--- src/sv/rrts_pkg.sv ---
// ----------------------------------------------------------------------------
// rrts_pkg
// Shared types and codes of the round-robin task scheduler.
// ----------------------------------------------------------------------------
`default_nettype none

package rrts_pkg;

    localparam int ID_W     = 5;
    localparam int PRIO_W   = 5;
    localparam int ACTION_W = 3;
    localparam int KIND_W   = 2;
    localparam int CODE_W   = 2;
    localparam int STAT_W   = 3;

    localparam int KERNEL_PRIORITY = 31;

    typedef enum logic [ACTION_W-1:0] {
        ACT_CREATE   = 3'd0,
        ACT_CANCEL   = 3'd1,
        ACT_SCHEDULE = 3'd2,
        ACT_BLOCK    = 3'd3,
        ACT_UNBLOCK  = 3'd4,
        ACT_YIELD    = 3'd5
    } action_t;

    typedef enum logic [CODE_W-1:0] {
        RC_OK      = 2'd0,
        RC_NOSLOT  = 2'd1,
        RC_REFUSED = 2'd2,
        RC_FATAL   = 2'd3
    } result_code_t;

    localparam logic [STAT_W-1:0] SLOT_FREE  = 3'd0;
    localparam logic [STAT_W-1:0] SLOT_RUN   = 3'd1;
    localparam logic [STAT_W-1:0] SLOT_READY = 3'd2;
    localparam logic [STAT_W-1:0] SLOT_DIED  = 3'd3;
    localparam logic [STAT_W-1:0] SLOT_BLOCK = 3'd4;

    typedef enum logic [3:0] {
        ST_IDLE,
        ST_DISPATCH,
        ST_CR_SCAN,
        ST_CR_LAST,
        ST_CAN_CHK,
        ST_CAN_FIN,
        ST_UB,
        ST_SW_SCAN,
        ST_SW_FREE,
        ST_SCH_CUR,
        ST_PICK,
        ST_PICK_FIN,
        ST_UNL_RD,
        ST_UNL_WR,
        ST_DONE
    } state_t;

endpackage

`default_nettype wire

--- src/sv/round_robin_task_scheduler_unit.sv ---
// ----------------------------------------------------------------------------
// round_robin_task_scheduler_unit
// Task table with a doubly linked ready queue, driven by a small sequencer.
// ----------------------------------------------------------------------------
// The input channel carries one scheduler action per transfer (create,
// cancel, schedule, block, unblock, yield); the output channel carries one
// result per action: a status code, the slot of a created task, the active
// task, its time slice and a switch flag.
// in_ready is high only while the sequencer is idle, so one action is in
// work at a time. An unknown action or a cancel of the kernel goes straight
// to the result; create scans the table for a free slot, and schedule, block
// and yield walk the whole table and free each dead task before they pick
// the next one. The sequencer walks the task table one slot per cycle,
// pausing to unlink each dead task it frees, and every queue unlink reads the
// link RAMs and then writes them only if the slot is queued. The next action
// can be taken in the cycle after a result is loaded.
// A finished result waits in the output register while the next action is
// worked on; a stalled receiver holds the following result, and the block
// with it, until the earlier one is taken.
// After reset slot 0, the kernel, is running with priority 31 and the queue
// is empty. Link RAM data is only used for queued slots.
// ----------------------------------------------------------------------------
`default_nettype none

module round_robin_task_scheduler_unit #(
    parameter int MAX_TASKS     = 32,
    parameter int PRIORITY_BITS = 5
) (
    input  wire logic                          clk,
    input  wire logic                          rst_n,
    input  wire logic                          in_valid,
    output logic                               in_ready,
    input  wire logic [rrts_pkg::ACTION_W-1:0] action,
    input  wire logic [rrts_pkg::ID_W-1:0]     task_id,
    input  wire logic [rrts_pkg::PRIO_W-1:0]   priority_req,
    input  wire logic [rrts_pkg::KIND_W-1:0]   block_kind,
    output logic                               out_valid,
    input  wire logic                          out_ready,
    output logic      [rrts_pkg::CODE_W-1:0]   status_code,
    output logic      [rrts_pkg::ID_W-1:0]     new_task_id,
    output logic      [rrts_pkg::ID_W-1:0]     active_task,
    output logic      [rrts_pkg::PRIO_W-1:0]   slice_ticks,
    output logic                               switched
);

    localparam int IDW = $clog2(MAX_TASKS);
    localparam int PB  = PRIORITY_BITS;
    localparam logic [IDW-1:0] LAST = IDW'(MAX_TASKS - 1);
    localparam logic [PB-1:0]  KPRIO = PB'(rrts_pkg::KERNEL_PRIORITY);

    rrts_pkg::state_t state_reg, state_next, ret_reg, ret_next;

    logic [rrts_pkg::STAT_W-1:0] status_reg [MAX_TASKS];
    logic [rrts_pkg::STAT_W-1:0] status_next [MAX_TASKS];
    logic [PB-1:0]               prio_reg [MAX_TASKS];
    logic [PB-1:0]               prio_next [MAX_TASKS];
    logic [MAX_TASKS-1:0]        queued_reg, queued_next;

    logic [IDW-1:0] addr_reg, addr_next;
    logic [IDW-1:0] cur_reg, cur_next;
    logic [IDW-1:0] before_reg, before_next;
    logic [IDW-1:0] head_reg, head_next;
    logic [IDW-1:0] tail_reg, tail_next;
    logic           empty_reg, empty_next;
    logic [IDW-1:0] newid_reg, newid_next;
    rrts_pkg::result_code_t code_reg, code_next;

    logic [rrts_pkg::ACTION_W-1:0] act_reg, act_next;
    logic [rrts_pkg::ID_W-1:0]     tid_reg, tid_next;
    logic [rrts_pkg::PRIO_W-1:0]   preq_reg, preq_next;
    logic [rrts_pkg::KIND_W-1:0]   kind_reg, kind_next;

    logic                         out_valid_reg, out_valid_next;
    logic [rrts_pkg::CODE_W-1:0]  out_code_reg, out_code_next;
    logic [rrts_pkg::ID_W-1:0]    out_newid_reg, out_newid_next;
    logic [rrts_pkg::ID_W-1:0]    out_run_reg, out_run_next;
    logic [rrts_pkg::PRIO_W-1:0]  out_slice_reg, out_slice_next;
    logic                         out_sw_reg, out_sw_next;

    logic           nx_we, pv_we;
    logic [IDW-1:0] nx_waddr, pv_waddr, nx_wdata, pv_wdata;
    logic [IDW-1:0] nx_rdata, pv_rdata;

    logic [rrts_pkg::STAT_W-1:0] stat_q;
    logic                        queued_q;
    logic                        tid_oor;
    logic [IDW-1:0]              tid_idx;
    logic                        out_free;
    logic                        cancel_bad;
    logic                        cr_hit;

    assign stat_q     = status_reg[addr_reg];
    assign queued_q   = queued_reg[addr_reg];
    assign tid_oor    = ({27'd0, tid_reg} >= 32'(MAX_TASKS));
    assign tid_idx    = IDW'(tid_reg);
    assign out_free   = !out_valid_reg || out_ready;
    assign cancel_bad = tid_oor || (tid_reg == '0);
    assign cr_hit     = (stat_q == rrts_pkg::SLOT_FREE) && (addr_reg != cur_reg);

    rrts_ram #(.WIDTH(IDW), .DEPTH(MAX_TASKS)) u_next_ram (
        .clk   (clk),
        .we    (nx_we),
        .waddr (nx_waddr),
        .wdata (nx_wdata),
        .raddr (addr_reg),
        .rdata (nx_rdata)
    );

    rrts_ram #(.WIDTH(IDW), .DEPTH(MAX_TASKS)) u_prev_ram (
        .clk   (clk),
        .we    (pv_we),
        .waddr (pv_waddr),
        .wdata (pv_wdata),
        .raddr (addr_reg),
        .rdata (pv_rdata)
    );

    always_comb
    begin
        state_next = state_reg;
        ret_next   = ret_reg;
        unique case (state_reg)
            rrts_pkg::ST_IDLE:
            begin
                if (in_valid)
                begin
                    state_next = rrts_pkg::ST_DISPATCH;
                end
            end
            rrts_pkg::ST_DISPATCH:
            begin
                unique case (act_reg)
                    rrts_pkg::ACT_CREATE:
                    begin
                        state_next = rrts_pkg::ST_CR_SCAN;
                    end
                    rrts_pkg::ACT_CANCEL:
                    begin
                        state_next = cancel_bad ? rrts_pkg::ST_DONE : rrts_pkg::ST_CAN_CHK;
                    end
                    rrts_pkg::ACT_SCHEDULE, rrts_pkg::ACT_YIELD, rrts_pkg::ACT_BLOCK:
                    begin
                        state_next = rrts_pkg::ST_SW_SCAN;
                    end
                    rrts_pkg::ACT_UNBLOCK:
                    begin
                        state_next = tid_oor ? rrts_pkg::ST_DONE : rrts_pkg::ST_UB;
                    end
                    default:
                    begin
                        state_next = rrts_pkg::ST_DONE;
                    end
                endcase
            end
            rrts_pkg::ST_CR_SCAN:
            begin
                if (cr_hit)
                begin
                    state_next = rrts_pkg::ST_DONE;
                end
                else if (addr_reg == LAST)
                begin
                    state_next = rrts_pkg::ST_CR_LAST;
                end
            end
            rrts_pkg::ST_CR_LAST, rrts_pkg::ST_UB, rrts_pkg::ST_CAN_FIN,
            rrts_pkg::ST_PICK_FIN:
            begin
                state_next = rrts_pkg::ST_DONE;
            end
            rrts_pkg::ST_CAN_CHK:
            begin
                if (stat_q == rrts_pkg::SLOT_FREE)
                begin
                    state_next = rrts_pkg::ST_DONE;
                end
                else
                begin
                    state_next = rrts_pkg::ST_UNL_RD;
                    ret_next   = rrts_pkg::ST_CAN_FIN;
                end
            end
            rrts_pkg::ST_SW_SCAN:
            begin
                if (stat_q == rrts_pkg::SLOT_DIED)
                begin
                    state_next = rrts_pkg::ST_UNL_RD;
                    ret_next   = rrts_pkg::ST_SW_FREE;
                end
                else if (addr_reg == LAST)
                begin
                    state_next = rrts_pkg::ST_SCH_CUR;
                end
            end
            rrts_pkg::ST_SW_FREE:
            begin
                state_next = (addr_reg == LAST) ? rrts_pkg::ST_SCH_CUR : rrts_pkg::ST_SW_SCAN;
            end
            rrts_pkg::ST_SCH_CUR:
            begin
                if (stat_q == rrts_pkg::SLOT_RUN)
                begin
                    state_next = empty_reg ? rrts_pkg::ST_DONE : rrts_pkg::ST_PICK;
                end
                else if (stat_q == rrts_pkg::SLOT_READY)
                begin
                    state_next = rrts_pkg::ST_PICK;
                end
                else
                begin
                    state_next = rrts_pkg::ST_UNL_RD;
                    ret_next   = rrts_pkg::ST_PICK;
                end
            end
            rrts_pkg::ST_PICK:
            begin
                if (empty_reg)
                begin
                    state_next = rrts_pkg::ST_DONE;
                end
                else
                begin
                    state_next = rrts_pkg::ST_UNL_RD;
                    ret_next   = rrts_pkg::ST_PICK_FIN;
                end
            end
            rrts_pkg::ST_UNL_RD:
            begin
                state_next = queued_q ? rrts_pkg::ST_UNL_WR : ret_reg;
            end
            rrts_pkg::ST_UNL_WR:
            begin
                state_next = ret_reg;
            end
            rrts_pkg::ST_DONE:
            begin
                if (out_free)
                begin
                    state_next = rrts_pkg::ST_IDLE;
                end
            end
            default:
            begin
                state_next = rrts_pkg::ST_IDLE;
            end
        endcase
    end

    always_comb
    begin
        status_next    = status_reg;
        prio_next      = prio_reg;
        queued_next    = queued_reg;
        addr_next      = addr_reg;
        cur_next       = cur_reg;
        before_next    = before_reg;
        head_next      = head_reg;
        tail_next      = tail_reg;
        empty_next     = empty_reg;
        newid_next     = newid_reg;
        code_next      = code_reg;
        act_next       = act_reg;
        tid_next       = tid_reg;
        preq_next      = preq_reg;
        kind_next      = kind_reg;
        out_valid_next = out_valid_reg && !out_ready;
        out_code_next  = out_code_reg;
        out_newid_next = out_newid_reg;
        out_run_next   = out_run_reg;
        out_slice_next = out_slice_reg;
        out_sw_next    = out_sw_reg;
        nx_we          = 1'b0;
        nx_waddr       = addr_reg;
        nx_wdata       = head_reg;
        pv_we          = 1'b0;
        pv_waddr       = addr_reg;
        pv_wdata       = tail_reg;
        in_ready       = (state_reg == rrts_pkg::ST_IDLE);

        unique case (state_reg)
            rrts_pkg::ST_IDLE:
            begin
                if (in_valid)
                begin
                    act_next    = action;
                    tid_next    = task_id;
                    preq_next   = priority_req;
                    kind_next   = block_kind;
                    before_next = cur_reg;
                    code_next   = rrts_pkg::RC_OK;
                    newid_next  = '0;
                end
            end
            rrts_pkg::ST_DISPATCH:
            begin
                addr_next = '0;
                unique case (act_reg)
                    rrts_pkg::ACT_CANCEL:
                    begin
                        if (cancel_bad)
                        begin
                            code_next = rrts_pkg::RC_REFUSED;
                        end
                        addr_next = tid_idx;
                    end
                    rrts_pkg::ACT_BLOCK:
                    begin
                        status_next[cur_reg] = rrts_pkg::SLOT_BLOCK | {1'b0, kind_reg};
                    end
                    rrts_pkg::ACT_UNBLOCK:
                    begin
                        if (tid_oor)
                        begin
                            code_next = rrts_pkg::RC_REFUSED;
                        end
                        addr_next = tid_idx;
                    end
                    default:
                    begin
                    end
                endcase
            end
            rrts_pkg::ST_CR_SCAN, rrts_pkg::ST_CR_LAST:
            begin
                if (cr_hit || (state_reg == rrts_pkg::ST_CR_LAST &&
                               stat_q == rrts_pkg::SLOT_FREE))
                begin
                    status_next[addr_reg] = rrts_pkg::SLOT_READY;
                    prio_next[addr_reg]   = PB'(preq_reg);
                    newid_next            = addr_reg;
                    queued_next[addr_reg] = 1'b1;
                    if (empty_reg)
                    begin
                        head_next  = addr_reg;
                        tail_next  = addr_reg;
                        empty_next = 1'b0;
                    end
                    else
                    begin
                        nx_we     = 1'b1;
                        pv_we     = 1'b1;
                        pv_waddr  = head_reg;
                        pv_wdata  = addr_reg;
                        head_next = addr_reg;
                    end
                end
                else if (state_reg == rrts_pkg::ST_CR_LAST)
                begin
                    code_next = rrts_pkg::RC_NOSLOT;
                end
                else if (addr_reg == LAST)
                begin
                    addr_next = cur_reg;
                end
                else
                begin
                    addr_next = addr_reg + IDW'(1);
                end
            end
            rrts_pkg::ST_CAN_CHK:
            begin
                if (stat_q == rrts_pkg::SLOT_FREE)
                begin
                    code_next = rrts_pkg::RC_REFUSED;
                end
            end
            rrts_pkg::ST_CAN_FIN:
            begin
                status_next[addr_reg] = (addr_reg == cur_reg) ? rrts_pkg::SLOT_DIED
                                                              : rrts_pkg::SLOT_FREE;
            end
            rrts_pkg::ST_UB:
            begin
                if (stat_q == rrts_pkg::SLOT_FREE || stat_q == rrts_pkg::SLOT_DIED)
                begin
                    code_next = rrts_pkg::RC_REFUSED;
                end
                else if (stat_q >= rrts_pkg::SLOT_BLOCK)
                begin
                    if (queued_q)
                    begin
                        code_next = rrts_pkg::RC_FATAL;
                    end
                    else
                    begin
                        status_next[addr_reg] = rrts_pkg::SLOT_READY;
                        queued_next[addr_reg] = 1'b1;
                        if (empty_reg)
                        begin
                            head_next  = addr_reg;
                            tail_next  = addr_reg;
                            empty_next = 1'b0;
                        end
                        else
                        begin
                            nx_we     = 1'b1;
                            pv_we     = 1'b1;
                            pv_waddr  = head_reg;
                            pv_wdata  = addr_reg;
                            head_next = addr_reg;
                        end
                    end
                end
            end
            rrts_pkg::ST_SW_SCAN, rrts_pkg::ST_SW_FREE:
            begin
                if (state_reg == rrts_pkg::ST_SW_FREE)
                begin
                    status_next[addr_reg] = rrts_pkg::SLOT_FREE;
                end
                if (state_reg == rrts_pkg::ST_SW_SCAN && stat_q == rrts_pkg::SLOT_DIED)
                begin
                    addr_next = addr_reg;
                end
                else if (addr_reg == LAST)
                begin
                    addr_next = cur_reg;
                end
                else
                begin
                    addr_next = addr_reg + IDW'(1);
                end
            end
            rrts_pkg::ST_SCH_CUR:
            begin
                if (stat_q == rrts_pkg::SLOT_RUN && !empty_reg)
                begin
                    status_next[addr_reg] = rrts_pkg::SLOT_READY;
                    if (!queued_q)
                    begin
                        queued_next[addr_reg] = 1'b1;
                        nx_we     = 1'b1;
                        nx_waddr  = tail_reg;
                        nx_wdata  = addr_reg;
                        pv_we     = 1'b1;
                        tail_next = addr_reg;
                    end
                end
            end
            rrts_pkg::ST_PICK:
            begin
                addr_next = head_reg;
            end
            rrts_pkg::ST_PICK_FIN:
            begin
                status_next[addr_reg] = rrts_pkg::SLOT_RUN;
                cur_next              = addr_reg;
            end
            rrts_pkg::ST_UNL_WR:
            begin
                queued_next[addr_reg] = 1'b0;
                if (head_reg == addr_reg && tail_reg == addr_reg)
                begin
                    empty_next = 1'b1;
                end
                else if (head_reg == addr_reg)
                begin
                    head_next = nx_rdata;
                end
                else if (tail_reg == addr_reg)
                begin
                    tail_next = pv_rdata;
                end
                else
                begin
                    nx_we    = 1'b1;
                    nx_waddr = pv_rdata;
                    nx_wdata = nx_rdata;
                    pv_we    = 1'b1;
                    pv_waddr = nx_rdata;
                    pv_wdata = pv_rdata;
                end
            end
            rrts_pkg::ST_DONE:
            begin
                if (out_free)
                begin
                    out_valid_next = 1'b1;
                    out_code_next  = code_reg;
                    out_newid_next = rrts_pkg::ID_W'(newid_reg);
                    out_run_next   = rrts_pkg::ID_W'(cur_reg);
                    out_slice_next = rrts_pkg::PRIO_W'(prio_reg[cur_reg]);
                    out_sw_next    = (cur_reg != before_reg);
                end
            end
            default:
            begin
            end
        endcase
    end

    always_ff @(posedge clk or negedge rst_n)
    begin
        if (!rst_n)
        begin
            state_reg     <= rrts_pkg::ST_IDLE;
            ret_reg       <= rrts_pkg::ST_IDLE;
            for (int i = 0; i < MAX_TASKS; i++)
            begin
                status_reg[i] <= (i == 0) ? rrts_pkg::SLOT_RUN : rrts_pkg::SLOT_FREE;
                prio_reg[i]   <= (i == 0) ? KPRIO : '0;
            end
            queued_reg    <= '0;
            cur_reg       <= '0;
            head_reg      <= '0;
            tail_reg      <= '0;
            empty_reg     <= 1'b1;
            out_valid_reg <= 1'b0;
        end
        else
        begin
            state_reg     <= state_next;
            ret_reg       <= ret_next;
            status_reg    <= status_next;
            prio_reg      <= prio_next;
            queued_reg    <= queued_next;
            cur_reg       <= cur_next;
            head_reg      <= head_next;
            tail_reg      <= tail_next;
            empty_reg     <= empty_next;
            out_valid_reg <= out_valid_next;
        end
    end

    always_ff @(posedge clk)
    begin
        addr_reg      <= addr_next;
        before_reg    <= before_next;
        newid_reg     <= newid_next;
        code_reg      <= code_next;
        act_reg       <= act_next;
        tid_reg       <= tid_next;
        preq_reg      <= preq_next;
        kind_reg      <= kind_next;
        out_code_reg  <= out_code_next;
        out_newid_reg <= out_newid_next;
        out_run_reg   <= out_run_next;
        out_slice_reg <= out_slice_next;
        out_sw_reg    <= out_sw_next;
    end

    assign out_valid   = out_valid_reg;
    assign status_code = out_code_reg;
    assign new_task_id = out_newid_reg;
    assign active_task = out_run_reg;
    assign slice_ticks = out_slice_reg;
    assign switched    = out_sw_reg;

endmodule

`default_nettype wire

--- src/sv/rrts_ram.sv ---
// ----------------------------------------------------------------------------
// rrts_ram
// Generic single-write, single-read RAM with a registered read port.
// ----------------------------------------------------------------------------
`default_nettype none

module rrts_ram #(
    parameter int WIDTH = 5,
    parameter int DEPTH = 32
) (
    input  wire logic                     clk,
    input  wire logic                     we,
    input  wire logic [$clog2(DEPTH)-1:0] waddr,
    input  wire logic [WIDTH-1:0]         wdata,
    input  wire logic [$clog2(DEPTH)-1:0] raddr,
    output logic      [WIDTH-1:0]         rdata
);

    logic [WIDTH-1:0] mem [DEPTH];

    always_ff @(posedge clk)
    begin
        if (we)
        begin
            mem[waddr] <= wdata;
        end
        rdata <= mem[raddr];
    end

endmodule

`default_nettype wire

--- config.mk ---
export PLATFORM = sky130hd
export DESIGN_NAME = round_robin_task_scheduler_unit
export DESIGN_NICKNAME = d
export VERILOG_FILES = /design/src/sv/rrts_pkg.sv /design/src/sv/round_robin_task_scheduler_unit.sv /design/src/sv/rrts_ram.sv
export SDC_FILE = /design/constraint.sdc
export NUM_CORES = 1
export LEC_CHECK = 0
export BUFFER_PORTS_ARGS = -buffer_cell sky130_fd_sc_hd__buf_2
export CELL_PAD_IN_SITES_DETAIL_PLACEMENT = 0
export CELL_PAD_IN_SITES_GLOBAL_PLACEMENT = 1
export CORE_MARGIN = 3
export CORE_UTILIZATION = 35
export DETAILED_ROUTE_END_ITERATION = 10
export PLACE_DENSITY_LB_ADDON = 0.25
export SYNTH_ARGS = -nofsm -noshare
export SYNTH_HDL_FRONTEND = slang
export SYNTH_SLANG_ARGS = --single-unit
--- constraint.sdc ---
create_clock -name clk -period 4.1 [get_ports clk]
set_input_delay 0.82 -clock clk [delete_from_list [all_inputs] [get_ports clk]]
set_output_delay 0.82 -clock clk [all_outputs]
set_load 0.05 [all_outputs]
-- Word level (Yosys, flattened, before mapping)
Memory sizes are Yosys's and may differ from the RTL's. A register that Yosys moved wholly into a read port is not among the register bits.
Index checks and enable logic that the tools add are counted.
- register bits after elaboration: 363
- bits in writable memories: 320
- output and inout port bits: 20
- word-level logic and storage cells: 353
- memories: 2
- add/subtract/negate cells: 1
- magnitude comparators: 7
- equal/unequal tests: 59
- mux-type cells: 142
- bitwise operators: 13
- reductions and logical operators: 44
- memories (memory ; words ; width ; rd ports ; clocked after memory_dff ; write ports ; line ; RTL):
    u_next_ram.mem ; 32 ; 5 ; 1 ; 1 ; 1 ; rrts_ram.sv:19 ; logic [WIDTH-1:0] mem [DEPTH];
    u_prev_ram.mem ; 32 ; 5 ; 1 ; 1 ; 1 ; rrts_ram.sv:19 ;
- operator list (operator ; count):
    $mux W96 ; 7
    $pmux W96 S7 ; 1
    $mux W5 ; 50
    $bwmux W96 ; 2
    $bwmux W160 ; 1
    $mux W32 ; 5
    $and A64 B64 Y64 ; 2
    $not A64 Y64 ; 2
    $pmux W32 S4 ; 1
    $and A96 B96 Y96 ; 1
    $not A96 Y96 ; 1
    $or A32 B32 Y32 ; 3
    $mux W4 ; 14
    $ne A2 B2 Y1 const B ; 25
    $pmux W4 S12 ; 1
    $pmux W5 S3 ; 3
    $pmux W5 S4 ; 2
    $and A32 B32 Y32 ; 1
    $not A32 Y32 ; 1
    $pmux W4 S4 ; 2
    $demux W3 S5 ; 2
    $pmux W5 S2 ; 3
    $eq A4 B4 Y1 const B ; 7
    $bmux W5 S5 ; 1
    50 further kinds ; 128

-- Depth between registers and ports, before layout
- word-level depth: 11
- depth in mapped cells: 16
- gate-level depth less buffers: 9

-- Modules after synthesis
A second synthesis with hierarchy kept.
- cell total of the unflattened synthesis: 2409
- area total of the unflattened synthesis: 32560.0 µm²
- by module, submodules not included (module ; instances ; cells an instance ; area each (µm²) ; sequential area each (µm²)):
    round_robin_task_scheduler_unit ; 1 ; 1855 ; 19870.3 ; 9342.7
    rrts_ram ; 2 ; 277 ; 6344.8 ; 4904.7

-- Least setup slack after synthesis
No wires, ideal clock.
- path kind: flip-flop to flip-flop
- from: register addr_reg[0]
- to: memory u_prev_ram.mem[5][0], enable pin
- setup time: 340 ps
- arrival: 3495 ps
- required time: 3760 ps
- slack: 265 ps
- cell stages (with the launch flop): 16
- buffers on the path: 6
- period minus slack after synthesis: 3835 ps
- path through: edfxtp_1 buf_6 buf_6 buf_6 buf_6 buf_6 mux2i_1 o22ai_1 or4_4 nor4_2 a31o_2 o2111ai_2 buf_4 a221oi_2 nand3_1 nor2_1
- word-level cells in the longest chain between the ends: 11
- elaborated cells on any way between the ends: 40
- those cells by class: order compare (1); eq/ne (5); mux (26); bitwise (1); reduce/logical (7)
- ends and longest elaborated chain (what ; line ; RTL):
    start: declaration ; round_robin_task_scheduler_unit.sv:59 ; logic [IDW-1:0] addr_reg, addr_next;
    start signal: assignment ; round_robin_task_scheduler_unit.sv:527 ; addr_reg <= addr_next;
    parallel branches: the longest is 11 deep, another holds $ge A3 B3 Y1 ; -- ;
    end: declaration ; rrts_ram.sv:19 ;
Several ways; the timed one is not identified. The select of a mux whose other input is x is not followed.

-- Final worst setup path
- from: register addr_reg[0]
- to: memory u_next_ram.mem[12][1], enable pin
- word-level cells in the longest chain between the ends: 11
- elaborated cells on any way between the ends: 37
- those cells by class: order compare (1); eq/ne (5); mux (23); bitwise (1); reduce/logical (7)
- ends and longest elaborated chain (what ; line):
    parallel branches: the longest is 11 deep, another holds $ge A3 B3 Y1 ; --
    end: declaration ; rrts_ram.sv:19
Several ways; the timed one is not identified. The select of a mux whose other input is x is not followed.

==> results.md <==
* Status: completed
* First-pass GRT wire length at about 160 mm
* Initial core utilization at 0.3545
* Clock Sinks at slightly below 700
* Commonest non-fill, non-tap cells in the layout: edfxtp_1, dfrtp_1, buf_4
* Post-DP HPWL at between 60 and 70 mm
* Total I/O pin count at 39
* Die span in y at approximately 310 um
* Max-slew violations at 0
* Leakage at 0.01513 uW
* Clock Tree Buf Depth at 3
* Multi-input gate area at around 0.014 mm2
* Unrepaired setup endpoints after global routing: yes
* Crit path max fanout at 5
* Distinct cells, synth at between 80 and 90
* Layout cell share with drive strength beyond 1 at 0.3310
* HP Class: in -> async
* Syn Inst Count at ~2600
* Final Net Count at ~2800
* Post-synth top area share at 0.3343
* Avg Cell Area, Syn at between 10 and 15 um2
* Max-cap violations at 0
* Crit Path Category: reg -> reg
* Commonest non-fill, non-tap cell in the layout: edfxtp_1
* Syn-to-layout area delta at 21.86%
* Fillers at ~8600
* Mapped Area at 0.03323 mm2
* DR vias/cell at ~5.8
* Antenna-violating nets left at 0
* Final WS setup at between 0.03 and 0.04 ns
* CTS Hold Bufs at 0
* GRT Overall Usage at 0.2091
* Syn Nets at between 2000 and 3000
* Flop and latch count out of synthesis at just under 700
* CTS tree: done
* Chip width at approximately 310 um
* Period utilisation layout at 0.9921
* Setup TNS at 0 ns
* Max_slew headroom at 0.2101
* Initial DRC Count at roughly 2400
* Post-synth top area cell: edfxtp_1
* H-tree depth at 3
* Vias in the first global route at about 24000
* Gp weighted congestion at between 0.9 and 1
* Sequential cell area at roughly 0.019 mm2
* Sequential fraction of the synthesis area at 0.5763
* Synth Warn # at 0
* CTS Root Cell: clkbuf_16
* FP Rows at between 100 and 150
* Pre-antenna DRT Iters at 6
* WP data required at around 4.4 ns
* GRT overflow at 0
* Post-synth EDFFs at 370
* Total CTS buffers at 80
* # port buffers at 38
* IR drop worst, VDD at between 0.0005 and 0.0006 V
* Post-Route WL at between 100 and 150 mm
* Core footprint at between 0.09 and 0.1 mm2
* Pre-CTS WS at -0.3205 ns
* Pwr Density at 915.5 mW/mm2
* Initial antenna violation count at 0
* Setup Skew at 0.02478 ns
* Post-route DRC violation count at 0
* Startpoint Class: flip-flop
* Vias at between 20000 and 25000
* Worst-margin pin slew at about 1.2 ns
* Ant diodes at 0
* Largest net degree at the start of global routing at 95
* Fin. Hold Viols at 0
* Power Total at 37070 uW
* Setup-failing EPs final at 0
* Post-synth top flop: edfxtp_1
* Fmax at approximately 250 MHz
* Reg clk slew, reported paths at roughly 0.060 ns
* WP data arrival at about 4.4 ns
* Synth area leaders: edfxtp_1, dfrtp_1, mux4_2
* WL per Instance at around 25 um
* FFs w/ async S/R, synth at 0.4517
* Final min period at ~4.1 ns
* Die Footprint at ~0.099 mm2
* Clock Latency Late Sink at 0.64 ns
* Endpoint class of the critical path: flip-flop
==> layout make-up <==
| class | count | share of cell area |
|---|---|---|
| repair buffers | 348 | 0.07626 |
| inverters | 16 | 0.001483 |
| well taps | 1254 | 0.03875 |
| clock inverters | 50 | 0.01100 |
| clock buffers | 99 | 0.05401 |
| flip-flops and latches | 693 | 0.4731 |
| multi-input cells | 1667 | 0.3454 |
==> cell usage after synthesis, types with 6 or more instances <==
library cell    n
a21oi_1       181
a221o_1        16
a22oi_1        41
a31oi_1        33
and2_1         20
and3_1          7
buf_1          15
buf_2          19
buf_6          13
clkbuf_1      144
dfrtp_1       306
dfstp_2         7
dfxtp_1        10
edfxtp_1      370
inv_1          14
mux2_2        182
mux2i_1        73
mux4_2        136
nand2_1       130
nand2b_1       20
nand3_1        60
nand3b_1        6
nor2_1        237
nor2b_1        20
nor3_1         30
nor4_1          7
o21a_1         21
o21ai_0       132
o21ai_1        17
o22a_1         45
o22ai_1        82
o31ai_1        17
or3_1           6
or4_1           6
xnor2_1        11
xor2_1         12
==> metal layers <==
| metal | vias to the layer above | wire length, um | GRT usage |
|---|---|---|---|
| li1 | 10390 | - | - |
| met1 | 12270 | 43880 | 0.2818 |
| met2 | 894 | 50980 | 0.3432 |
| met3 | 224 | 6433 | 0.03607 |
| met4 | 2 | 3212 | 0.06848 |
| met5 | - | 94 | 0.006917 |
==> logic make-up (layout without fill, tap and decap cells) <==
| kind of cell | count (synthesis) | after routing | synth area share |
|---|---|---|---|
| adders and majority gates | 5 | 5 | 0.001883 |
| buffers and inverters | 211 | 513 | 0.02794 |
| xor gates and xnor gates | 23 | 23 | 0.006062 |
| muxes | 395 | 395 | 0.1772 |
| DFF | 693 | 693 | 0.5763 |
| AOI/OAI and AO/OA | 643 | 643 | 0.1228 |
| and+or+nand+nor | 601 | 601 | 0.08780 |
==> path summary, 6_finish.rpt <==
check / start / to / slack (ns) / cells past startpoint
max in group asynchronous: rst_n / prio_reg[155]$_DFFE_PN1P_ / 2.89 / 2
min in group clk: priority_req[0] / preq_reg[0]$_DFFE_PP_ / 0.36 / 1
min: rst_n / status_reg[9]$_DFFE_PN0P_ / 0.25 / 1
max reg2reg: addr_reg[0]$_DFFE_PP_ / u_next_ram.mem[12][1]$_DFFE_PP_ / 0.03 / 14
min reg2reg: newid_reg[0]$_SDFFCE_PP0P_ / new_task_id[0]$_DFFE_PP_ / 0.42 / 0
max: addr_reg[0]$_DFFE_PP_ / u_next_ram.mem[12][1]$_DFFE_PP_ / 0.03 / 14
==> through the flow <==
stage | area, um2 | hold slack (ns) | util | std cells
after floorplan | 33230 | 0.4003 | - | 2571
after global placement | 36650 | 0.4069 | 0.3909 | 3952
after detailed placement | 36650 | 0.4061 | 0.3909 | 3952
after CTS | 39550 | 0.2599 | 0.4218 | 4112
after global routing | 40500 | 0.3007 | 0.4319 | 4127
final | 40500 | 0.2529 | 0.4319 | 4127
==> worst max-delay path: stages, from the launching register on <==
cell	delay, ns
edfxtp_1	0.41
buf_6	0.17
clkbuf_16	0.17
buf_4	0.15
mux2i_1	0.19
o22ai_2	0.15
or4_4	0.57
buf_4	0.16
nor3_4	0.33
a311oi_2	0.15
a2111o_1	0.46
or3_4	0.41
buf_4	0.17
nor2_1	0.11
buf_4	0.17
==> report_power, final <==
group / total [uW] / leakage (uW) / internal [uW] / switching, uW
logic: 19000 / 0.00637 / 7990 / 11100
registers: 11000 / 0.00747 / 9800 / 1170
clock network: 7060 / 0.00128 / 4090 / 2970
==> what timing repair did <==
action                                  CTS  global route
endpoints found under the setup margin  339           378
hold endpoints to repair                  0             0
resized for setup                        40           181
setup buffers                            10            14
cloned                                    1             2
pin swaps                                 5            52
Note: power is estimated with default switching activity, not from simulation.
